--- src/sv/scsr_pkg.sv ---
`default_nettype none

package scsr_pkg;

    localparam int FIELD_MODES    = 4;
    localparam int COORD_W        = 32;
    localparam int VALUE_W        = 64;
    localparam int ROW_W          = 33;
    localparam int POS_W          = 32;
    localparam int COL_W          = 64;
    localparam int MODE_W         = 2;
    localparam int NMODES_W       = 3;
    localparam int S_TDATA_W      = 192;
    localparam int M_TDATA_W      = 232;
    localparam int APB_ADDR_W     = 5;
    localparam int APB_DATA_W     = 32;

    localparam int DEF_MAX_MODES  = 4;
    localparam int DEF_INDEX_BITS = 32;
    localparam int DEF_QUEUE_DEPTH = 2;

    // Register indexes (byte address is four times the index).
    localparam logic [2:0] REG_NUM_MODES   = 3'd0;
    localparam logic [2:0] REG_UNFOLD_MODE = 3'd1;
    localparam logic [2:0] REG_DIM_SIZE_0  = 3'd2;
    localparam logic [2:0] REG_DIM_SIZE_1  = 3'd3;
    localparam logic [2:0] REG_DIM_SIZE_2  = 3'd4;
    localparam logic [2:0] REG_DIM_SIZE_3  = 3'd5;

    localparam logic [NMODES_W-1:0] NUM_MODES_RST   = 3'd3;
    localparam logic [MODE_W-1:0]   UNFOLD_MODE_RST = 2'd0;
    localparam logic [COORD_W-1:0]  DIM_SIZE_RST    = 32'd1;

    // Result kinds carried on m_tuser.
    localparam logic KIND_FILL  = 1'b0;
    localparam logic KIND_ENTRY = 1'b1;

    typedef struct packed {
        logic [NMODES_W-1:0]                num_modes;
        logic [MODE_W-1:0]                  unfold_mode;
        logic [FIELD_MODES-1:0][COORD_W-1:0] dim_size;
    } cfg_t;

    // One classified item as handed from the front to the back.
    typedef struct packed {
        logic                                has_fill;
        logic [ROW_W-1:0]                    fill_first;
        logic [ROW_W-1:0]                    fill_last;
        logic [POS_W-1:0]                    position;
        logic [FIELD_MODES-1:0][COORD_W-1:0] coord;
        logic [VALUE_W-1:0]                  value;
        logic                                has_trail;
        logic [ROW_W-1:0]                    trail_first;
        logic [ROW_W-1:0]                    trail_last;
        logic [POS_W-1:0]                    trail_pos;
    } cmd_t;

endpackage

`default_nettype wire

--- src/sv/scsr_front.sv ---
`default_nettype none

module scsr_front #(
    parameter int INDEX_BITS = scsr_pkg::DEF_INDEX_BITS
) (
    input  wire logic                             aclk,
    input  wire logic                             aresetn,
    input  wire scsr_pkg::cfg_t                   cfg,
    input  wire logic                             in_valid,
    output logic                                  in_ready,
    input  wire logic [scsr_pkg::S_TDATA_W-1:0]   in_data,
    input  wire logic                             in_last,
    input  wire logic                             q_full,
    output logic                                  q_push,
    output scsr_pkg::cmd_t                        q_cmd
);

    localparam int IB = INDEX_BITS;

    logic [IB:0]   next_row_reg;
    logic [IB-1:0] count_reg;

    logic [scsr_pkg::FIELD_MODES-1:0][IB-1:0] coord_m;
    logic [IB:0]   row;
    logic [IB:0]   row_after;
    logic [IB:0]   nrows;
    logic [IB-1:0] count_after;
    logic          fill;
    logic          trail;

    always_comb begin
        for (int i = 0; i < scsr_pkg::FIELD_MODES; i++) begin
            coord_m[i] = in_data[i*scsr_pkg::COORD_W +: IB];
        end
    end

    assign row         = {1'b0, coord_m[cfg.unfold_mode]};
    assign fill        = (next_row_reg <= row);
    assign row_after   = fill ? (IB+1)'(row + 1'b1) : next_row_reg;
    assign count_after = count_reg + 1'b1;
    assign nrows       = {1'b0, cfg.dim_size[cfg.unfold_mode][IB-1:0]};
    // The closing fill only runs when it does not go backwards.
    assign trail       = in_last && (row_after <= nrows);

    assign in_ready = !q_full;
    assign q_push   = in_valid && !q_full;

    always_comb begin
        q_cmd.has_fill    = fill;
        q_cmd.fill_first  = scsr_pkg::ROW_W'(next_row_reg);
        q_cmd.fill_last   = scsr_pkg::ROW_W'(row);
        q_cmd.position    = scsr_pkg::POS_W'(count_reg);
        for (int i = 0; i < scsr_pkg::FIELD_MODES; i++) begin
            q_cmd.coord[i] = scsr_pkg::COORD_W'(coord_m[i]);
        end
        q_cmd.value       = in_data[scsr_pkg::S_TDATA_W-1 -: scsr_pkg::VALUE_W];
        q_cmd.has_trail   = trail;
        q_cmd.trail_first = scsr_pkg::ROW_W'(row_after);
        q_cmd.trail_last  = scsr_pkg::ROW_W'(nrows);
        q_cmd.trail_pos   = scsr_pkg::POS_W'(count_after);
    end

    always_ff @(posedge aclk) begin
        if (!aresetn) begin
            next_row_reg <= '0;
            count_reg    <= '0;
        end else if (q_push) begin
            if (in_last) begin
                next_row_reg <= '0;
                count_reg    <= '0;
            end else begin
                next_row_reg <= row_after;
                count_reg    <= count_after;
            end
        end
    end

endmodule

`default_nettype wire

--- config.mk ---
export PLATFORM = sky130hd
export DESIGN_NAME = scsr_front
export DESIGN_NICKNAME = d
export VERILOG_FILES = /design/src/sv/scsr_pkg.sv /design/src/sv/scsr_front.sv
export SDC_FILE = /design/constraint.sdc
export NUM_CORES = 1
export LEC_CHECK = 0
export BUFFER_PORTS_ARGS = -buffer_cell sky130_fd_sc_hd__clkbuf_2
export CAP_MARGIN = 10
export CORE_AREA = 2 2 281 283
export DETAILED_ROUTE_END_ITERATION = 7
export DIE_AREA = 0 0 283 285
export SYNTH_ARGS = -nofsm -noshare
export SYNTH_HDL_FRONTEND = slang
export SYNTH_SLANG_ARGS = --single-unit
export TNS_END_PERCENT = 10
--- constraint.sdc ---
create_clock -name aclk -period 13.35 [get_ports aclk]
set_clock_uncertainty 0.2 [all_clocks]
set_input_delay 2.67 -clock aclk [delete_from_list [all_inputs] [get_ports aclk]]
set_output_delay 2.67 -clock aclk [all_outputs]
set_load 0.03 [all_outputs]
Word level (Yosys, flattened, before mapping):

Cells that the tools add are included.

* flip-flop bits (word level): 65
* input bits: 330
* output and inout port bits: 392
* word-level logic and storage cells: 17

* add/subtract/negate cells: 2
* $lt $le $gt $ge: 3
* muxes and demuxes: 7
* reductions and logical operators: 3

Operator list (count)
* 32-bit binary-select mux with 2-bit select: 2
* 32-bit two-way mux: 3
* 33-bit by 32-bit <= comparator with 1-bit output: 2
* 33-bit two-way mux: 2
* 32-bit by 1-bit adder with 33-bit output (second input constant): 1
* 32-bit by 1-bit adder with 32-bit output (second input constant): 1
* 2-bit by 3-bit < comparator with 1-bit output (second input constant): 1
* 1-bit logical AND: 2
* 1-bit zero test: 1

Logic depth before layout (Yosys ltp):

* depth in word-level cells: 6
* mapped depth: 23
* gate-level depth less buffers: 18

Worst setup path after synthesis:

No wires, ideal clock.

* kind: in2out
* start point: input cfg[128] in the netlist's numbering
* end point: output q_cmd[98] in the netlist's numbering
* arrival time: 7.881 ns
* data required time: 10.480 ns
* path slack: 2.599 ns
* stages: 23
* path buffers: 6
* cell sequence: buf_6 buf_6 buf_2 mux4_2 inv_1 ha_1 nand4b_1 nor4_1 nand2_1 o2bb2ai_1 o21bai_1 clkbuf_1 buf_1 a21oi_1 ha_1 a21o_1 a21o_1 a221oi_1 o21ai_0 a211oi_1 nor2_1 nor4_1 buf_4

RTL lines
* start, declared: line scsr_front.sv:8 `input wire scsr_pkg::cfg_t cfg,`
* end, declared: line scsr_front.sv:15 `output scsr_pkg::cmd_t q_cmd`

==> qor.csv <==
metric,value,unit
cts_max_level,3,
fin_area,11810,um^2
tns,0,ns
period_share,0.8914,
critPathBufInv,5,
grt_pass1_vias,8728,
r2r_cells,10,
ys_seq_area_frac,0.1493,
synth_top_family_by_area,buffers and inverters,
yosysTopAreaCellShare,0.1697,
ys.flop_type,dfxtp_1,
dieWidth,283,um
dp_cells,2445,
postCtsResizedCells,0,
p_switching,464.9,uW
status,completed,
synth.top_cells.by_count,"buf_4 (197), inv_1 (74), nand2_1 (67)",
crit-reg2reg-capture,next_row_reg[31]$_SDFFE_PN0P_,
clock.fmax,84.03,MHz
cp-start-kind,input port,
ant_nets,0,
crit_arrival,9.03,ns
ys_types,64,
multi_input_area,5468,um^2
yosysMostFrequentCell,buf_4,
slew_viol_final,0,
hold_viol_final,0,
drc,0,
ys_warn_count,0,
clock_sinks,65,
synthArstFlopShare,0,
p_per_area,81.90,nW/um^2
max-cap-violations,0,
yosys.area.top_type,buf_4,
clockRootBuffer,clkbuf_16,
fillCellCount,8859,
ys_top_cells_by_area,"buf_4 (17%), mux4_2 (16%), dfxtp_1 (15%)",
path_max_fanout,57,
crit_cells,21,
io_buffer_count,588,
post_cts_buffers,0,
setup_viol,0,
endpoint_kind,primary output,
vias,9105,
synth_xor_area_frac,0.06015,
final_nets,1802,
cellInternalPower,502.2,uW
synth.mux.area_fraction,0.1705,
dieArea,80660,um^2
synthesis.instances,1028,
peakVddDrop,0.00005955,V
min_to,next_row_reg[6]$_SDFFE_PN0P_,
grt_overflow_total,0,
cp_slowest_cell,mux4_2,
pin_count,722,
rsz0062_at_grt,no,
synth_fa_ha_area_frac,0.09475,
rrSetupSlack,9.27,ns
ff_latch_area,1301,um^2
cts_tree,yes,
grt_pass1_wl,67.94,mm
tightest_slew,0.9570,ns
synthSimpleGateAreaFrac,0.1668,
cts.clk_slew.worst_paths,0.06,ns
power.leakage,5.663,nW
largest_reg_flops,33,
start_util,0.1118,
ys_ff_latch,65,
place_congestion,0.9038,
fp.coreArea,77970,um^2
wl,51.10,mm
die_h,285,um
drt_iter0_drc,394,
place_ws,1.281,ns
min_path_type,reg -> reg,
grt_start_max_net_pins,70,
synth_edf_count,0,
power_frac_comb,0.515,
final_layout_size_suffix_gt1_frac,0.5046,
grt_use_total,0.1213,
crit_required,10.48,ns
cp_cell_sequence,buf_4 > buf_4 > mux4_2 > inv_1 > ha_1 > nand4_1 > nor4_1 > nand2_1 > o2bb2ai_1 > o21bai_4 > buf_12 > a21oi_1 > ha_1 > a21o_1 > a21o_1 > a21oi_1 > o21ai_0 > a211oi_1 > nor2_1 > nor4_1 > clkbuf_2,
period_minus_slack,11.90,ns
path_class,in -> out,
seqPwrFrac,0.209,
first_pass_iters,5,
syn_avg_cell_area,8.478,um^2
crit_family,compound AO/OA/AOI/OAI gates,
p_clk_frac,0.275,
wl_per_cell,20.69,um
clock_latency,0.38,ns
dp_hpwl,44.05,mm
syn_area,8716,um^2
worstHoldStart,next_row_reg[6]$_SDFFE_PN0P_,
post_dp_cell_area,11490,um^2
cts_inserted_buffers,9,
switching_share,0.4807,
synth_compound_area_frac,0.1311,
row_count,103,
holdPathStages,2,
r2r_start,next_row_reg[30]$_SDFFE_PN0P_,
clk_path_buf_depth,2,
via_per_inst,3.688,
area_growth,35.49,%
finalNonFillerCells,2469,
grt_antenna_before_repair,13,
ctsHoldBuffers,0,
relSlewSlack,0.3561,
slowest_delay,0.65,ns
setup_ws,1.449,ns
## how the worst max path moves through the flow
stage	from	to
2_1_floorplan	cfg[128]	q_cmd[98]
5_1_grt	cfg[128]	q_cmd[98]
4_1_cts	cfg[128]	q_cmd[98]
3_3_place_gp	cfg[128]	q_cmd[98]
3_5_place_dp	cfg[128]	q_cmd[98]
6_report	cfg[128]	q_cmd[98]
## cells in the final DEF, fill, tap and decap left out, drive strengths merged, types with 28 or more instances in the layout
cell type,netlist,final
a21oi,53,53
clkbuf,31,595
dfxtp,65,65
ha,66,66
inv,76,78
mux4,64,64
nand2,67,67
nand3,28,28
nor2,64,64
o21ai,29,29
xnor2,48,48
## layout make-up
cell class,instances,share of cell area
Clock buffer,9,0.01907
Sequential cell,65,0.1102
Timing Repair Buffer,609,0.2640
Tap cell,1050,0.1113
Multi-Input combinational cell,645,0.4630
Antenna cell,8,0.001695
Inverter,76,0.02416
Clock inverter,7,0.006569
## kinds of logic (layout without fill, tap and decap cells)
| group | after synthesis | in the layout |
|---|---|---|
| AOI/OAI and AO/OA | 183 | 183 |
| xor gates and xnor gates | 59 | 59 |
| adders and majority gates | 66 | 66 |
| buffers and inverters | 319 | 701 |
| DFF | 65 | 65 |
| muxes | 67 | 67 |
| other | 1 | 10 |
| and+or+nand+nor | 268 | 268 |
## metrics by stage
stage          total power, mW  utilization  hold slack, ns
2_1_floorplan           0.5668            -          0.4050
3_3_place_gp            0.7123       0.1473          0.2790
3_5_place_dp            0.7141       0.1473          0.2921
4_1_cts                 0.9960       0.1512          0.3010
5_1_grt                  1.029       0.1514          0.3166
6_report                0.9671       0.1515          0.3009
## per-layer routing
metal	global-route usage	up-vias	part of all wire
li1	-	4257	-
met1	0.1502	4360	0.43
met2	0.2020	432	0.48
met3	0.03680	48	0.073
met4	0.03577	8	0.021
met5	0	-	0.0010
## tightest hold or removal path: stages (launching register included)
cell,delay [ns]
dfxtp_1,0.33
nand2_1,0.06
o22ai_1,0.06
## power groups by stage
| stage | combinational, mW | sequential (mW) | clock (mW) |
|---|---|---|---|
| floorplan | 0.354 | 0.212 | 0 |
| global placement | 0.506 | 0.207 | 0 |
| detailed placement | 0.507 | 0.207 | 0 |
| CTS | 0.509 | 0.202 | 0.285 |
| global route | 0.536 | 0.203 | 0.291 |
| finish | 0.498 | 0.202 | 0.266 |
Power figures use the tool's default switching activity.
