### src/sv/scsr_pkg.sv
`default_nettype none

package scsr_pkg;

    localparam int FIELD_MODES    = 4;
    localparam int COORD_W        = 32;
    localparam int VALUE_W        = 64;
    localparam int ROW_W          = 33;
    localparam int POS_W          = 32;
    localparam int COL_W          = 64;
    localparam int MODE_W         = 2;
    localparam int NMODES_W       = 3;
    localparam int S_TDATA_W      = 192;
    localparam int M_TDATA_W      = 232;
    localparam int APB_ADDR_W     = 5;
    localparam int APB_DATA_W     = 32;

    localparam int DEF_MAX_MODES  = 4;
    localparam int DEF_INDEX_BITS = 32;
    localparam int DEF_QUEUE_DEPTH = 2;

    // Register indexes (byte address is four times the index).
    localparam logic [2:0] REG_NUM_MODES   = 3'd0;
    localparam logic [2:0] REG_UNFOLD_MODE = 3'd1;
    localparam logic [2:0] REG_DIM_SIZE_0  = 3'd2;
    localparam logic [2:0] REG_DIM_SIZE_1  = 3'd3;
    localparam logic [2:0] REG_DIM_SIZE_2  = 3'd4;
    localparam logic [2:0] REG_DIM_SIZE_3  = 3'd5;

    localparam logic [NMODES_W-1:0] NUM_MODES_RST   = 3'd3;
    localparam logic [MODE_W-1:0]   UNFOLD_MODE_RST = 2'd0;
    localparam logic [COORD_W-1:0]  DIM_SIZE_RST    = 32'd1;

    // Result kinds carried on m_tuser.
    localparam logic KIND_FILL  = 1'b0;
    localparam logic KIND_ENTRY = 1'b1;

    typedef struct packed {
        logic [NMODES_W-1:0]                num_modes;
        logic [MODE_W-1:0]                  unfold_mode;
        logic [FIELD_MODES-1:0][COORD_W-1:0] dim_size;
    } cfg_t;

    // One classified item as handed from the front to the back.
    typedef struct packed {
        logic                                has_fill;
        logic [ROW_W-1:0]                    fill_first;
        logic [ROW_W-1:0]                    fill_last;
        logic [POS_W-1:0]                    position;
        logic [FIELD_MODES-1:0][COORD_W-1:0] coord;
        logic [VALUE_W-1:0]                  value;
        logic                                has_trail;
        logic [ROW_W-1:0]                    trail_first;
        logic [ROW_W-1:0]                    trail_last;
        logic [POS_W-1:0]                    trail_pos;
    } cmd_t;

endpackage

`default_nettype wire

### src/sv/scsr_regs.sv
`default_nettype none

module scsr_regs #(
    parameter int INDEX_BITS = scsr_pkg::DEF_INDEX_BITS
) (
    input  wire logic                              aclk,
    input  wire logic                              aresetn,
    input  wire logic                              psel,
    input  wire logic                              penable,
    input  wire logic                              pwrite,
    input  wire logic [scsr_pkg::APB_ADDR_W-1:0]   paddr,
    input  wire logic [scsr_pkg::APB_DATA_W-1:0]   pwdata,
    output logic      [scsr_pkg::APB_DATA_W-1:0]   prdata,
    output logic                                   pready,
    output scsr_pkg::cfg_t                         cfg
);

    scsr_pkg::cfg_t cfg_reg;
    logic [2:0]     idx;
    logic           wr_en;

    assign idx    = paddr[4:2];
    assign wr_en  = psel && penable && pwrite;
    assign pready = 1'b1;
    assign cfg    = cfg_reg;

    always_ff @(posedge aclk) begin
        if (!aresetn) begin
            cfg_reg.num_modes   <= scsr_pkg::NUM_MODES_RST;
            cfg_reg.unfold_mode <= scsr_pkg::UNFOLD_MODE_RST;
            for (int i = 0; i < scsr_pkg::FIELD_MODES; i++) begin
                cfg_reg.dim_size[i] <= scsr_pkg::DIM_SIZE_RST;
            end
        end else if (wr_en) begin
            case (idx)
                scsr_pkg::REG_NUM_MODES:   cfg_reg.num_modes   <= pwdata[2:0];
                scsr_pkg::REG_UNFOLD_MODE: cfg_reg.unfold_mode <= pwdata[1:0];
                scsr_pkg::REG_DIM_SIZE_0:  cfg_reg.dim_size[0] <= 32'(pwdata[INDEX_BITS-1:0]);
                scsr_pkg::REG_DIM_SIZE_1:  cfg_reg.dim_size[1] <= 32'(pwdata[INDEX_BITS-1:0]);
                scsr_pkg::REG_DIM_SIZE_2:  cfg_reg.dim_size[2] <= 32'(pwdata[INDEX_BITS-1:0]);
                scsr_pkg::REG_DIM_SIZE_3:  cfg_reg.dim_size[3] <= 32'(pwdata[INDEX_BITS-1:0]);
                default: ;
            endcase
        end
    end

    always_comb begin
        case (idx)
            scsr_pkg::REG_NUM_MODES:   prdata = 32'(cfg_reg.num_modes);
            scsr_pkg::REG_UNFOLD_MODE: prdata = 32'(cfg_reg.unfold_mode);
            scsr_pkg::REG_DIM_SIZE_0:  prdata = cfg_reg.dim_size[0];
            scsr_pkg::REG_DIM_SIZE_1:  prdata = cfg_reg.dim_size[1];
            scsr_pkg::REG_DIM_SIZE_2:  prdata = cfg_reg.dim_size[2];
            scsr_pkg::REG_DIM_SIZE_3:  prdata = cfg_reg.dim_size[3];
            default:                   prdata = '0;
        endcase
    end

endmodule

`default_nettype wire

### config.mk
export PLATFORM = sky130hd
export DESIGN_NAME = scsr_regs
export DESIGN_NICKNAME = d
export VERILOG_FILES = /design/src/sv/scsr_pkg.sv /design/src/sv/scsr_regs.sv
export SDC_FILE = /design/constraint.sdc
export NUM_CORES = 1
export LEC_CHECK = 0
export BUFFER_PORTS_ARGS = -buffer_cell sky130_fd_sc_hd__buf_2
export CORE_ASPECT_RATIO = 1.75
export CORE_MARGIN = 2
export CORE_UTILIZATION = 54
export DETAILED_ROUTE_END_ITERATION = 6
export PLACE_DENSITY = 0.85
export SYNTH_ARGS = -nofsm -noshare
export SYNTH_HDL_FRONTEND = slang
export SYNTH_SLANG_ARGS = --single-unit
### constraint.sdc
create_clock -name aclk -period 3.6 [get_ports aclk]
set_clock_uncertainty 0.05 [all_clocks]
set_input_delay 0.72 -clock aclk [delete_from_list [all_inputs] [get_ports aclk]]
set_output_delay 0.72 -clock aclk [all_outputs]
set_load 0.01 [all_outputs]
After elaboration in Yosys (flattened, before gate mapping)
Index checks and enable logic that the tools add are counted.
Widths: inputs -> output; s select.
{"block": "classes", "addsub": 0, "multipliers": 0, "n_div": 0, "order_cmp": 0, "eq_ne": 5, "shift": 0, "muxes": 1, "bitwise": 0, "reduce_logical": 9}
{"cell": "$pmux 32 s6", "count": 1}
{"cell": "$reduce_and 2->1", "count": 6}
{"cell": "$eq 3x2->1 const B", "count": 2}
{"cell": "$eq 3x3->1 const B", "count": 2}
{"cell": "$eq 3x1->1 const B", "count": 1}
{"cell": "$logic_not 3->1", "count": 1}
{"cell": "$logic_and 1x1->1", "count": 2}
{"block": "totals", "register_bits": 133, "latch_bits": 0, "ram_bits": 0, "mem_bits_ro": 0, "input_bits": 42, "wordCells": 21, "memories": 0}

Depth between registers and ports, before layout
{"block": "logic_depth", "word_depth": 3, "depth_mapped": 6, "mapped_depth_nobuf": 3}

Least setup slack after synthesis
Ideal clock, no wire load.
{"block": "synth_timing", "kind": "in2out", "startpoint": "input paddr[4] (netlist bit)", "endpoint": "output prdata[10] (netlist bit)", "arrival_time_ns": 1.716, "setup_slack_ns": 1.114, "path_stages": 6, "n_path_buf": 4, "path_cell_list": "buf_4 -> nand2b_1 -> buf_6 -> buf_2 -> buf_2 -> o22ai_1"}
{"block": "synth_between", "elab_chain_cells": 2, "elab_cells_between_ends": 7, "cone_classes": "eq/ne: 5; mux: 1; reduce/logical: 1"}
{"element": "from (decl)", "line": "scsr_regs.sv:11", "text": "input wire logic [scsr_pkg::APB_ADDR_W-1:0] paddr,"}
{"element": "$eq 3x3->1 (tied with other cells)", "line": "scsr_regs.sv:48", "text": "case (idx)"}
{"element": "$pmux 32 s6 *", "line": "scsr_regs.sv:48"}
{"element": "to (decl)", "line": "scsr_regs.sv:13", "text": "output logic [scsr_pkg::APB_DATA_W-1:0] prdata,"}
Mark *: on every way between the ends. The rest lies on a longest branch, timed or not.

Worst setup path after layout
{"block": "layout_timing", "startpoint": "input paddr[2] (netlist bit)", "endpoint": "output prdata[19] (netlist bit)"}
Same word-level chain as after synthesis.

==> flow_summary_export.csv <==
group,metric,value,unit
routing,drt-pass1-iter-count,5,
cells_and_area,area_delta_synth_final,26.3,%
synth,yosys-top-cells-area,"dfxtp_1 (44%), mux2i_1 (32%), nand2_1 (10%)",
routing,viasPerCell,5.60,
setup_path,crit_top_cell,"buf_4",
cells_and_area,fin_nets,823,
setup_path,slowest_stage,"buf_4",
cells_and_area,multi_input_area,0.00298,mm2
flow_run,drv_cap,0,
synth,ys_ff_latch,133,
synth,ys_top_cells_by_count,"mux2i_1 (194), nand2_1 (159), dfxtp_1 (133)",
cells_and_area,drive_above_1_share,32.1,%
sta,relSlewSlack,45.9,%
sta,setup_violations,0,
power_and_ir_drop,vdd_ir_drop_max,358,uV
setup_path,crit_type,"primary input to output port",
synth,yosysMostFrequentCell,"mux2i_1",
routing,wl,16400,um
min_path,hp-start,"cfg[67]$_SDFFE_PN0P_",
setup_path,path_buf_inv,3,
power_and_ir_drop,p_total,0.00344,W
routing,dr.first_iter.drc_count,271,
cts,cts_resized,0,
place,io_buffers,204,
global_routing,overflow,0,
cts,clkSlewWorstSetupHoldPaths,50,ps
power_and_ir_drop,total_leakage_power,3.36,nW
routing,drcViolationCount,0,
routing,ant_nets,0,
die,rows,50,
synth,synth_edf_count,0,
synth,async_flop_share,0,%
synth,synth_nets,638,
cts,clock_path_buffers,2,
synth,syn_area,0.00599,mm2
synth,ys_warn_count,0,
sta,fmax,339,MHz
setup_path,path_max_fanout,45,
global_routing,antenna_found_initial,0,
die,io_pins,208,
cts,clk_latency,400,ps
die,dieWidth,83.6,um
min_path,hp-class,"flip-flop to flip-flop",
setup_path,startpoint_type,"primary input",
cells_and_area,seq_area,0.00266,mm2
sta,hold_viol_final,0,
cells_and_area,fin_area,0.00756,mm2
setup_path,path_cells,"buf_4, buf_4, mux2i_1, o22ai_1, buf_2",
cts,htree_levels,4,
global_routing,grtUsageTotal,27.2,%
die,die_h,143,um
cells_and_area,largest_reg_flops,133,
sta,fin_crit_sh,82.0,%
cts,cts.sink_count,133,
min_path,whs_path_depth,2,
place,place_congestion,0.829,
setup_path,cpPeakStageDelay,580,ps
power_and_ir_drop,power.density,456,mW/mm2
synth,syn_inst,596,
synth,avgSynthCellArea,10.0,um2
synth,synth.top_cell.area_share,44.5,%
sta,worst_slack,650,ps
die,core_area,0.0108,mm2
setup_path,r2r_end,"cfg[131]$_SDFFE_PN1P_",
global_routing,grt_pass1_vias,5367,
routing,avgRoutedWirePerCell,17.7,um
die,dieArea,0.0120,mm2
sta,fin_hold_ws,421,ps
cts,hold_buffers,0,
synth,yosys.cell_types.count,28,
sta,worst_pin_slew,811,ps
sta,slew_viol_final,0,
sta,min_period,2950,ps
sta,setup_tns,0,ps
cells_and_area,fillers,820,
cells_and_area,num_antenna_cells,0,
place,dp_slack,641,ps
routing,vias,5178,
min_path,hold_end,"cfg[67]$_SDFFE_PN0P_",
global_routing,grt_max_degree,108,
cts,cts_tree,"built",
cts,ctsRootBufferMaster,"clkbuf_16",
die,initial_core_util,55.6,%
setup_path,reg2reg_slack,2740,ps
place,place_area,0.00696,mm2
setup_path,reg2regPathDepth,2,
setup_path,regToRegStartpoint,"cfg[131]$_SDFFE_PN1P_",
setup_path,endpoint_kind,"output port",
setup_path,arrival,2180,ps
global_routing,grt_pass1_wl,26100,um
synth,yosysTopAreaCell,"dfxtp_1",
sta,rsz0062_at_grt,"no",
synth,seq_area_frac_synth,44.5,%
cts,cts_buffers,17,
place,place_hpwl,11300,um
setup_path,cp_top_family,"buffers and inverters",
cts,cts_setup_buffers,0,
setup_path,required,2830,ps
synth,synth_flop_cell,"dfxtp_1",
status,outcome,"complete, no violations",
report_power, final:
part	leakage, nW	switching [W]	internal, W
combinational	2.00	0.000127	0.0000715
sequential	1.07	0.00000929	0.00148
clock	0.290	0.000645	0.00111
cells in the final DEF (no fill, tap or decap), drive strengths merged, types with 3 or more instances in the layout:
cell,n
mux2i,194
inv,3
clkbuf,20
o22ai,31
bufinv,3
nand2,159
nor2,9
buf,215
clkinv,8
dfxtp,133
layout make-up:
| class | instances | area share, % |
|---|---|---|
| multi-input cells | 410 | 39.5 |
| well taps | 130 | 2.15 |
| inverters | 4 | 0.199 |
| flip-flops and latches | 133 | 35.2 |
| repair buffers | 215 | 15.0 |
| clock buffers | 20 | 5.91 |
| clock inverters | 12 | 2.05 |
how the worst max path moves through the flow:
stage	from	end	depth (start not counted)
after CTS	paddr[2]	prdata[19]	5
final	paddr[2]	prdata[19]	5
after global routing	paddr[2]	prdata[17]	5
after global placement	paddr[2]	prdata[18]	5
after floorplan	paddr[4]	prdata[10]	6
after detailed placement	paddr[2]	prdata[19]	5
worst register-to-register path: cells and delay by family, from the launching register on:
kind,cells,cell delay [ps]
AO/OA/AOI/OAI,2,370
flip-flops,1,330
layer usage:
layer | part of all wire, % | vias up | global-route usage (%)
li1 | - | 2425 | -
met1 | 37 | 2488 | 28.0
met2 | 55 | 209 | 51.3
met3 | 4.0 | 56 | 5.26
met4 | 3.8 | 0 | 14.1
met5 | 0 | - | 0
cell families after synthesis:
group,count (synthesis),share of synthesized area [%]
flops,133,44.5
mux,195,32.8
compound gates,37,4.06
other cells,1,0.0626
buf+inv,53,5.73
simple gates,177,12.9
stage by stage:
stage	util, %	std cells
final	70.2	924
after global routing	70.2	924
after CTS	70.2	924
after detailed placement	64.7	892
after global placement	64.7	892
after floorplan	-	596
Power figures use the tool's default switching activity.
