==> config.mk <==
export PLATFORM = sky130hd
export DESIGN_NAME = scsr_back
export DESIGN_NICKNAME = d
export VERILOG_FILES = /design/src/sv/scsr_pkg.sv /design/src/sv/scsr_back.sv
export SDC_FILE = /design/constraint.sdc
export NUM_CORES = 2
export LEC_CHECK = 0
export BUFFER_PORTS_ARGS = -buffer_cell sky130_fd_sc_hd__buf_2
export CAP_MARGIN = 30
export CELL_PAD_IN_SITES_DETAIL_PLACEMENT = 2
export CELL_PAD_IN_SITES_GLOBAL_PLACEMENT = 2
export CORE_MARGIN = 4
export CORE_UTILIZATION = 40
export CTS_BUF_LIST = sky130_fd_sc_hd__clkbuf_16
export CTS_CLUSTER_SIZE = 25
export DETAILED_ROUTE_END_ITERATION = 7
export PLACE_DENSITY = 0.85
export SYNTH_ARGS = -nofsm -noshare
export SYNTH_HDL_FRONTEND = slang
export SYNTH_SLANG_ARGS = --single-unit
export TNS_END_PERCENT = 5
==> constraint.sdc <==
create_clock -name aclk -period 18.05 [get_ports aclk]
set_clock_uncertainty 0.15 [all_clocks]
set_input_delay 3.61 -clock aclk [delete_from_list [all_inputs] [get_ports aclk]]
set_output_delay 3.61 -clock aclk [all_outputs]
set_load 0.005 [all_outputs]
==> src/sv/scsr_pkg.sv <==
`default_nettype none

package scsr_pkg;

    localparam int FIELD_MODES    = 4;
    localparam int COORD_W        = 32;
    localparam int VALUE_W        = 64;
    localparam int ROW_W          = 33;
    localparam int POS_W          = 32;
    localparam int COL_W          = 64;
    localparam int MODE_W         = 2;
    localparam int NMODES_W       = 3;
    localparam int S_TDATA_W      = 192;
    localparam int M_TDATA_W      = 232;
    localparam int APB_ADDR_W     = 5;
    localparam int APB_DATA_W     = 32;

    localparam int DEF_MAX_MODES  = 4;
    localparam int DEF_INDEX_BITS = 32;
    localparam int DEF_QUEUE_DEPTH = 2;

    // Register indexes (byte address is four times the index).
    localparam logic [2:0] REG_NUM_MODES   = 3'd0;
    localparam logic [2:0] REG_UNFOLD_MODE = 3'd1;
    localparam logic [2:0] REG_DIM_SIZE_0  = 3'd2;
    localparam logic [2:0] REG_DIM_SIZE_1  = 3'd3;
    localparam logic [2:0] REG_DIM_SIZE_2  = 3'd4;
    localparam logic [2:0] REG_DIM_SIZE_3  = 3'd5;

    localparam logic [NMODES_W-1:0] NUM_MODES_RST   = 3'd3;
    localparam logic [MODE_W-1:0]   UNFOLD_MODE_RST = 2'd0;
    localparam logic [COORD_W-1:0]  DIM_SIZE_RST    = 32'd1;

    // Result kinds carried on m_tuser.
    localparam logic KIND_FILL  = 1'b0;
    localparam logic KIND_ENTRY = 1'b1;

    typedef struct packed {
        logic [NMODES_W-1:0]                num_modes;
        logic [MODE_W-1:0]                  unfold_mode;
        logic [FIELD_MODES-1:0][COORD_W-1:0] dim_size;
    } cfg_t;

    // One classified item as handed from the front to the back.
    typedef struct packed {
        logic                                has_fill;
        logic [ROW_W-1:0]                    fill_first;
        logic [ROW_W-1:0]                    fill_last;
        logic [POS_W-1:0]                    position;
        logic [FIELD_MODES-1:0][COORD_W-1:0] coord;
        logic [VALUE_W-1:0]                  value;
        logic                                has_trail;
        logic [ROW_W-1:0]                    trail_first;
        logic [ROW_W-1:0]                    trail_last;
        logic [POS_W-1:0]                    trail_pos;
    } cmd_t;

endpackage

`default_nettype wire

==> src/sv/scsr_back.sv <==
`default_nettype none

module scsr_back #(
    parameter int MAX_MODES = scsr_pkg::DEF_MAX_MODES
) (
    input  wire logic                             aclk,
    input  wire logic                             aresetn,
    input  wire scsr_pkg::cfg_t                   cfg,
    input  wire logic                             q_empty,
    input  wire scsr_pkg::cmd_t                   q_cmd,
    output logic                                  q_pop,
    output logic                                  m_tvalid,
    input  wire logic                             m_tready,
    output logic [scsr_pkg::M_TDATA_W-1:0]        m_tdata,
    output logic                                  m_tuser,
    output logic                                  m_tlast
);

    localparam int LIM = (MAX_MODES < scsr_pkg::FIELD_MODES) ? MAX_MODES
                                                             : scsr_pkg::FIELD_MODES;
    localparam logic [scsr_pkg::NMODES_W-1:0] LIM_NM = scsr_pkg::NMODES_W'(LIM);
    localparam int PAD_W = scsr_pkg::M_TDATA_W - 2*scsr_pkg::ROW_W - scsr_pkg::POS_W
                           - scsr_pkg::COL_W - scsr_pkg::VALUE_W;

    typedef enum logic [3:0] {
        S_IDLE,
        S_FILL,
        S_C_LO,
        S_C_HI,
        S_D_LO,
        S_D_HI,
        S_D_SUM,
        S_ENTRY,
        S_TRAIL
    } state_t;

    state_t                        state_reg;
    scsr_pkg::cmd_t                cmd_reg;
    logic [scsr_pkg::MODE_W-1:0]   off_reg;
    logic [scsr_pkg::COL_W-1:0]    col_reg;
    logic [scsr_pkg::COL_W-1:0]    mult_reg;
    logic [scsr_pkg::COL_W-1:0]    mult_part_reg;
    logic [63:0]                   prod_reg;
    logic                          m_tvalid_reg;
    logic [scsr_pkg::M_TDATA_W-1:0] m_tdata_reg;
    logic                          m_tuser_reg;
    logic                          m_tlast_reg;

    logic [scsr_pkg::NMODES_W-1:0] nm;
    logic [31:0]                   mul_a;
    logic [31:0]                   mul_b;
    logic                          out_free;
    logic                          emit;
    logic                          skip_mode;
    logic [scsr_pkg::COORD_W-1:0]  cur_coord;
    logic [scsr_pkg::COORD_W-1:0]  cur_dim;

    // Out-of-range mode counts fold into the supported range.
    always_comb begin
        if (cfg.num_modes == '0) begin
            nm = scsr_pkg::NMODES_W'(1);
        end else if (cfg.num_modes > LIM_NM) begin
            nm = LIM_NM;
        end else begin
            nm = cfg.num_modes;
        end
    end

    assign out_free  = !m_tvalid_reg || m_tready;
    assign emit      = out_free && ((state_reg == S_FILL) || (state_reg == S_ENTRY)
                                    || (state_reg == S_TRAIL));
    assign q_pop     = (state_reg == S_IDLE) && !q_empty;
    assign skip_mode = (off_reg == cfg.unfold_mode);
    assign cur_coord = cmd_reg.coord[off_reg];
    assign cur_dim   = cfg.dim_size[off_reg];

    // One shared 32x32 multiplier; the 64-bit products mod 2^64 are built
    // from a low-half product and a high-half product shifted up.
    always_comb begin
        unique case (state_reg)
            S_C_LO:  begin mul_a = cur_coord;       mul_b = mult_reg[31:0];  end
            S_C_HI:  begin mul_a = cur_coord;       mul_b = mult_reg[63:32]; end
            S_D_LO:  begin mul_a = mult_reg[31:0];  mul_b = cur_dim;         end
            S_D_HI:  begin mul_a = mult_reg[63:32]; mul_b = cur_dim;         end
            default: begin mul_a = '0;              mul_b = '0;              end
        endcase
    end

    always_ff @(posedge aclk) begin
        prod_reg <= 64'(mul_a) * 64'(mul_b);
    end

    always_ff @(posedge aclk) begin
        if (!aresetn) begin
            state_reg    <= S_IDLE;
            m_tvalid_reg <= 1'b0;
        end else begin
            if (emit) begin
                m_tvalid_reg <= 1'b1;
            end else if (m_tready) begin
                m_tvalid_reg <= 1'b0;
            end
            unique case (state_reg)
                S_IDLE: begin
                    if (!q_empty) begin
                        cmd_reg   <= q_cmd;
                        col_reg   <= '0;
                        mult_reg  <= 64'd1;
                        off_reg   <= scsr_pkg::MODE_W'(nm - 1'b1);
                        state_reg <= q_cmd.has_fill ? S_FILL : S_C_LO;
                    end
                end
                S_FILL: begin
                    if (out_free) begin
                        m_tuser_reg  <= scsr_pkg::KIND_FILL;
                        m_tlast_reg  <= 1'b0;
                        m_tdata_reg  <= {PAD_W'(0), 64'd0, 64'd0, cmd_reg.position,
                                         cmd_reg.fill_last, cmd_reg.fill_first};
                        state_reg    <= S_C_LO;
                    end
                end
                S_C_LO: begin
                    if (skip_mode) begin
                        if (off_reg == '0) begin
                            state_reg <= S_ENTRY;
                        end else begin
                            off_reg <= off_reg - 1'b1;
                        end
                    end else begin
                        state_reg <= S_C_HI;
                    end
                end
                S_C_HI: begin
                    col_reg   <= col_reg + prod_reg;
                    state_reg <= S_D_LO;
                end
                S_D_LO: begin
                    col_reg   <= col_reg + {prod_reg[31:0], 32'd0};
                    state_reg <= S_D_HI;
                end
                S_D_HI: begin
                    mult_part_reg <= prod_reg;
                    state_reg     <= S_D_SUM;
                end
                S_D_SUM: begin
                    mult_reg <= mult_part_reg + {prod_reg[31:0], 32'd0};
                    if (off_reg == '0) begin
                        state_reg <= S_ENTRY;
                    end else begin
                        off_reg   <= off_reg - 1'b1;
                        state_reg <= S_C_LO;
                    end
                end
                S_ENTRY: begin
                    if (out_free) begin
                        m_tuser_reg  <= scsr_pkg::KIND_ENTRY;
                        m_tlast_reg  <= !cmd_reg.has_trail;
                        m_tdata_reg  <= {PAD_W'(0), cmd_reg.value, col_reg, cmd_reg.position,
                                         33'd0, 33'd0};
                        state_reg    <= cmd_reg.has_trail ? S_TRAIL : S_IDLE;
                    end
                end
                S_TRAIL: begin
                    if (out_free) begin
                        m_tuser_reg  <= scsr_pkg::KIND_FILL;
                        m_tlast_reg  <= 1'b1;
                        m_tdata_reg  <= {PAD_W'(0), 64'd0, 64'd0, cmd_reg.trail_pos,
                                         cmd_reg.trail_last, cmd_reg.trail_first};
                        state_reg    <= S_IDLE;
                    end
                end
                default: state_reg <= S_IDLE;
            endcase
        end
    end

    assign m_tvalid = m_tvalid_reg;
    assign m_tdata  = m_tdata_reg;
    assign m_tuser  = m_tuser_reg;
    assign m_tlast  = m_tlast_reg;

    a_entry_out: assert property (@(posedge aclk) disable iff (!aresetn)
        (state_reg == S_ENTRY && out_free) |=>
            (m_tvalid && m_tuser == scsr_pkg::KIND_ENTRY))
        else $error("entry result not presented after column math");

    a_trail_only_when_marked: assert property (@(posedge aclk) disable iff (!aresetn)
        (state_reg == S_TRAIL) |-> cmd_reg.has_trail)
        else $error("closing fill started for an item that is not the last");

    a_fill_range: assert property (@(posedge aclk) disable iff (!aresetn)
        (m_tvalid && m_tuser == scsr_pkg::KIND_FILL) |->
            (m_tdata[32:0] <= m_tdata[65:33]))
        else $error("fill result with first row above last row");

    a_pop_leaves_idle: assert property (@(posedge aclk) disable iff (!aresetn)
        q_pop |=> (state_reg != S_IDLE))
        else $error("item taken from queue but back end stayed idle");

endmodule

`default_nettype wire

# ---- Word-level counts from Yosys, hierarchy flattened
# Cells that the tools add are included.
dict set report classes {
  add_sub_neg 5
  n_mul 1
  magnitude_cmp 2
  eq_ne 16
  mux 37
  bitwise 1
  reduce_logical 28
}
# operator count
set op_table {}
lappend op_table {{$mux 232} 3}
lappend op_table {{$pmux 232 s3} 1}
lappend op_table {{$add 64x64->64} 3}
lappend op_table {{$pmux 32 s3} 2}
lappend op_table {{$pmux 64 s3} 1}
lappend op_table {{$bmux 32 s2} 2}
lappend op_table {{$mux 64} 2}
lappend op_table {{$pmux 64 s2} 1}
lappend op_table {{$mul 32x32->64} 1}
lappend op_table {{$mux 32} 2}
lappend op_table {{$pmux 4 s9} 1}
lappend op_table {{$mux 4} 7}
lappend op_table {{$eq 4x3->1 const B} 4}
lappend op_table {{$mux 2} 6}
lappend op_table {{$ne 2x2->1 const B} 5}
lappend op_table {{$reduce_and 5->1} 2}
lappend op_table {{$reduce_and 3->1} 3}
lappend op_table {{$reduce_bool 3->1} 3}
lappend op_table {{$eq 4x2->1 const B} 2}
lappend op_table {{$reduce_and 4->1} 2}
lappend op_table {{$pmux 2 s3} 1}
lappend op_table {{$reduce_bool 2->1} 3}
lappend op_table {{$reduce_or 2->1} 3}
lappend op_table {{$mux 1} 5}
lappend op_table {{other kinds (19)} 25}
dict set report totals {
  regBits 886
  in_bits 527
  output_inout_bits 236
  elab_cells 112
}

# ---- Logic depth before layout (Yosys ltp)
dict set report depth {
  word_depth 6
  mapped_depth 37
}

# ---- Worst setup path after synthesis
# Ideal clock, no wire load.
dict set report synth_path {
  path_type {input port to flip-flop}
  startpoint {input q_empty}
  endpoint {register cmd_reg[0] (netlist name), enable pin}
  setup_time_ns 0.802
  arrival_time_ns 12.670
  required_time_ns 17.098
  path_slack_ns 4.429
  cell_stages 2
  path_buffers 0
  path_cell_list {nor2_1 and2_1}
}
dict set report synth_between {
  elab_chain_cells 2
}
# item line
set synth_lines {}
lappend synth_lines {{from (decl)} scsr_back.sv:9} ;# input wire logic q_empty,
lappend synth_lines {{$not 1->1 (no source line)} --}
lappend synth_lines {{$reduce_and 3->1 (no source line)} --}
lappend synth_lines {{to (signal assigned)} scsr_back.sv:106} ;# cmd_reg <= q_cmd;
lappend synth_lines {{to (decl)} scsr_back.sv:38} ;# scsr_pkg::cmd_t cmd_reg;
# Every way passes these cells.
# A chain may end at the register's enable or synchronous reset.

# ---- Worst setup path in the final report
dict set report layout_path {
  startpoint {input cfg[44] (netlist name)}
  endpoint {register prod_reg[58]}
}
dict set report layout_between {
  elab_chain_cells 4
}
# item line
set layout_lines {}
lappend layout_lines {{from (decl)} scsr_back.sv:8} ;# input wire scsr_pkg::cfg_t cfg,
lappend layout_lines {{$bmux 32 s2} scsr_back.sv:75} ;# assign cur_dim = cfg.dim_size[off_reg];
lappend layout_lines {{$mux 32 (not written as such)} scsr_back.sv:75}
lappend layout_lines {{$pmux 32 s3} scsr_back.sv:80} ;# unique case (state_reg)
lappend layout_lines {{$mul 32x32->64} scsr_back.sv:90} ;# prod_reg <= 64'(mul_a) * 64'(mul_b);
lappend layout_lines {{to (signal assigned)} scsr_back.sv:90}
lappend layout_lines {{to (decl)} scsr_back.sv:43} ;# logic [63:0] prod_reg;
# Every way passes these cells. The select of a mux whose other input is x is not followed.

==> flow_metrics.env <==
export IMPL_hold_path_class="flip-flop to flip-flop"
export IMPL_wire_per_inst_um=39.6
export IMPL_syn_instance_count=6557
export IMPL_worstPathRequired_ns=18.53
export IMPL_fin_ws_ns=5.33
export IMPL_start_util_pct=40.4
export IMPL_synth_xor_area_share_pct=2.25
export IMPL_final_cell_mix="inv_1, fa_1, edfxtp_1"
export IMPL_final_common_cell="inv_1"
export IMPL_worst_pin_slew_ns=1.14
export IMPL_cp_slowest_cell="a21oi_1"
export IMPL_drv_slew=0
export IMPL_yosysSeqAreaShare_pct=36.5
export IMPL_grt_max_degree=115
export IMPL_drive_gt1_share_pct=16.2
export IMPL_synth_fa_ha_area_share_pct=32.4
export IMPL_avgSynthCellArea_um2=10.8
export IMPL_cp_max_fo=23
export IMPL_num_vias=60200
export IMPL_largest_reg_flops=389
export IMPL_row_count=153
export IMPL_start_kind="input pin"
export IMPL_cp_arrival_ns=13.20
export IMPL_finalHoldViolations=0
export IMPL_dr_pass1_iters=6
export IMPL_critical_path_top_delay_family="adder cells"
export IMPL_cts_clk_slew_worst_paths_ns=0.06
export IMPL_nFillCells=17900
export IMPL_cts_htree_levels=3
export IMPL_synth_top_family_by_area="adder cells"
export IMPL_drt_initial_drc_count=8020
export IMPL_critPathKind="input pin to flip-flop"
export IMPL_first_global_vias=66100
export IMPL_rsz0062_at_grt="false"
export IMPL_cts_buffer_depth=3
export IMPL_synth_area_mm2=0.0706
export IMPL_core_area_mm2=0.175
export IMPL_ys_seq_elements=880
export IMPL_clkSinkCount=880
export IMPL_peakVddDrop_mv=0.0829
export IMPL_area_growth_syn_to_layout_pct=14.3
export IMPL_final_antenna_net_count=0
export IMPL_crit_path_end_kind="flip-flop"
export IMPL_muxShareOfSynthArea_pct=1.96
export IMPL_drv_cap=0
export IMPL_synth_top_area_share_pct=34.5
export IMPL_root_buffer="clkbuf_16"
export IMPL_clkLatencyLatePin_ns=0.78
export IMPL_relSlewSlack_pct=24.0
export IMPL_postSynth_asyncResetShare_pct=0
export IMPL_gp_congestion=0.969
export IMPL_path_buf_inv=4
export IMPL_cpPeakStageDelay_ns=0.66
export IMPL_dp_slack_ns=4.92
export IMPL_drt_total_wl_um=384000
export IMPL_cts_tree="done"
export IMPL_cts_resized_gates=0
export IMPL_status="complete, no violations"
export IMPL_setup_violations=0
export IMPL_dp_hpwl_um=280000
export IMPL_netlist_top_cells_area="edfxtp_1, fa_1, ha_1"
export IMPL_dieArea_mm2=0.183
export IMPL_setup_tns_ns=0
export IMPL_leakage_nw=35.7
export IMPL_die_w_um=428
export IMPL_yosys_area_share_simple_pct=11.3
export IMPL_grtUsageTotal_pct=40.4
export IMPL_post_route_period_util_pct=70.5
export IMPL_portBuffers=756
export IMPL_postCtsSetupBuffers=0
export IMPL_ys_flop_type="edfxtp_1"
export IMPL_num_io_pins=763
export IMPL_min_period_ns=12.72
export IMPL_power_density_mw_per_mm2=124
export IMPL_crit_top_cell="fa_1"
export IMPL_grt_overflow=0
export IMPL_numCtsBuffers=92
export IMPL_synth_compound_area_share_pct=8.59
export IMPL_ys_types=82
export IMPL_antenna_found_initial=97
export IMPL_drc_errors=0
export IMPL_synth_top_area_cell="edfxtp_1"
export IMPL_viasPerCell=6.21
export IMPL_grt_pass1_wl_um=523000
export IMPL_fp_dieH_um=428
export IMPL_synth_warnings=0
export IMPL_hold_buffers=0
export IMPL_synth_edff_count=811
export IMPL_fmax_mhz=78.6
export IMPL_nNetsFinal=9049
==> cell usage after synthesis (all sizes together), types with 69 or more instances <==
| cell type | instances |
|---|---|
| a21oi | 246 |
| xor2 | 78 |
| o21ai | 179 |
| and2 | 178 |
| a21o | 114 |
| clkbuf | 287 |
| nand2 | 694 |
| xnor2 | 103 |
| inv | 989 |
| ha | 388 |
| fa | 899 |
| dfxtp | 69 |
| o21a | 71 |
| nor2 | 740 |
| edfxtp | 811 |
==> logic make-up (layout without fill, tap and decap cells) <==
| group | Yosys count | in the layout |
|---|---|---|
| fa+ha+maj | 1287 | 1287 |
| other cells | 1 | 68 |
| mux | 113 | 113 |
| xor+xnor | 181 | 181 |
| buf+inv | 1319 | 2071 |
| flops | 880 | 880 |
| compound gates | 925 | 925 |
| simple gates | 1851 | 1851 |
==> where the power goes <==
group / switching, mW / internal [mW] / leakage, nW
clock network: 0.983 / 1.06 / 1.57
logic: 3.63 / 1.62 / 26.1
registers: 0.251 / 2.48 / 7.99
==> per-stage QoR <==
stage | util, % | hold slack, ns | total power [mW] | cell area, µm² | std cells
floorplan | - | 0.262 | 5.43 | 70600 | 6562
global placement | 44.2 | 0.316 | 7.23 | 77200 | 9446
detailed placement | 44.3 | 0.310 | 7.57 | 77300 | 9455
CTS | 46.0 | 0.334 | 9.76 | 80300 | 9628
global route | 46.2 | 0.346 | 10.3 | 80600 | 9672
finish | 46.2 | 0.331 | 10.0 | 80700 | 9701
==> path summary, 6_finish.rpt <==
| path | cells past startpoint | start | end | slack [ns] |
|---|---|---|---|---|
| worst min register to register | 0 | prod_reg[61]$_DFF_P_ | mult_part_reg[61]$_DFFE_PP_ | 0.33 |
| worst min-delay path | 0 | prod_reg[61]$_DFF_P_ | mult_part_reg[61]$_DFFE_PP_ | 0.33 |
| worst max register to register | 28 | state_reg[1]$_SDFFE_PN0P_ | prod_reg[60]$_DFF_P_ | 6.28 |
| worst max-delay path | 28 | cfg[44] | prod_reg[58]$_DFF_P_ | 5.33 |
==> layout make-up <==
| cell class | instances | area (µm²) | area share, % |
|---|---|---|---|
| antenna | 62 | 155 | 0.192 |
| multi-input combinational | 4363 | 40100 | 49.7 |
| sequential | 880 | 25700 | 31.9 |
| clock buffer | 95 | 2380 | 2.95 |
| clock inverter | 78 | 617 | 0.765 |
| tap | 2325 | 2910 | 3.61 |
| inverter | 989 | 3710 | 4.60 |
| timing repair buffer | 909 | 5110 | 6.33 |
==> routing by layer <==
metal / vias to the layer above / global-route usage (%) / share of wire, %
li1: 22800 / - / -
met1: 31200 / 46.2 / 34
met2: 4586 / 63.8 / 46
met3: 1589 / 12.1 / 11
met4: 54 / 30.8 / 9.5
met5: - / 0 / 0.13
Note: power is estimated with default switching activity, not from simulation.
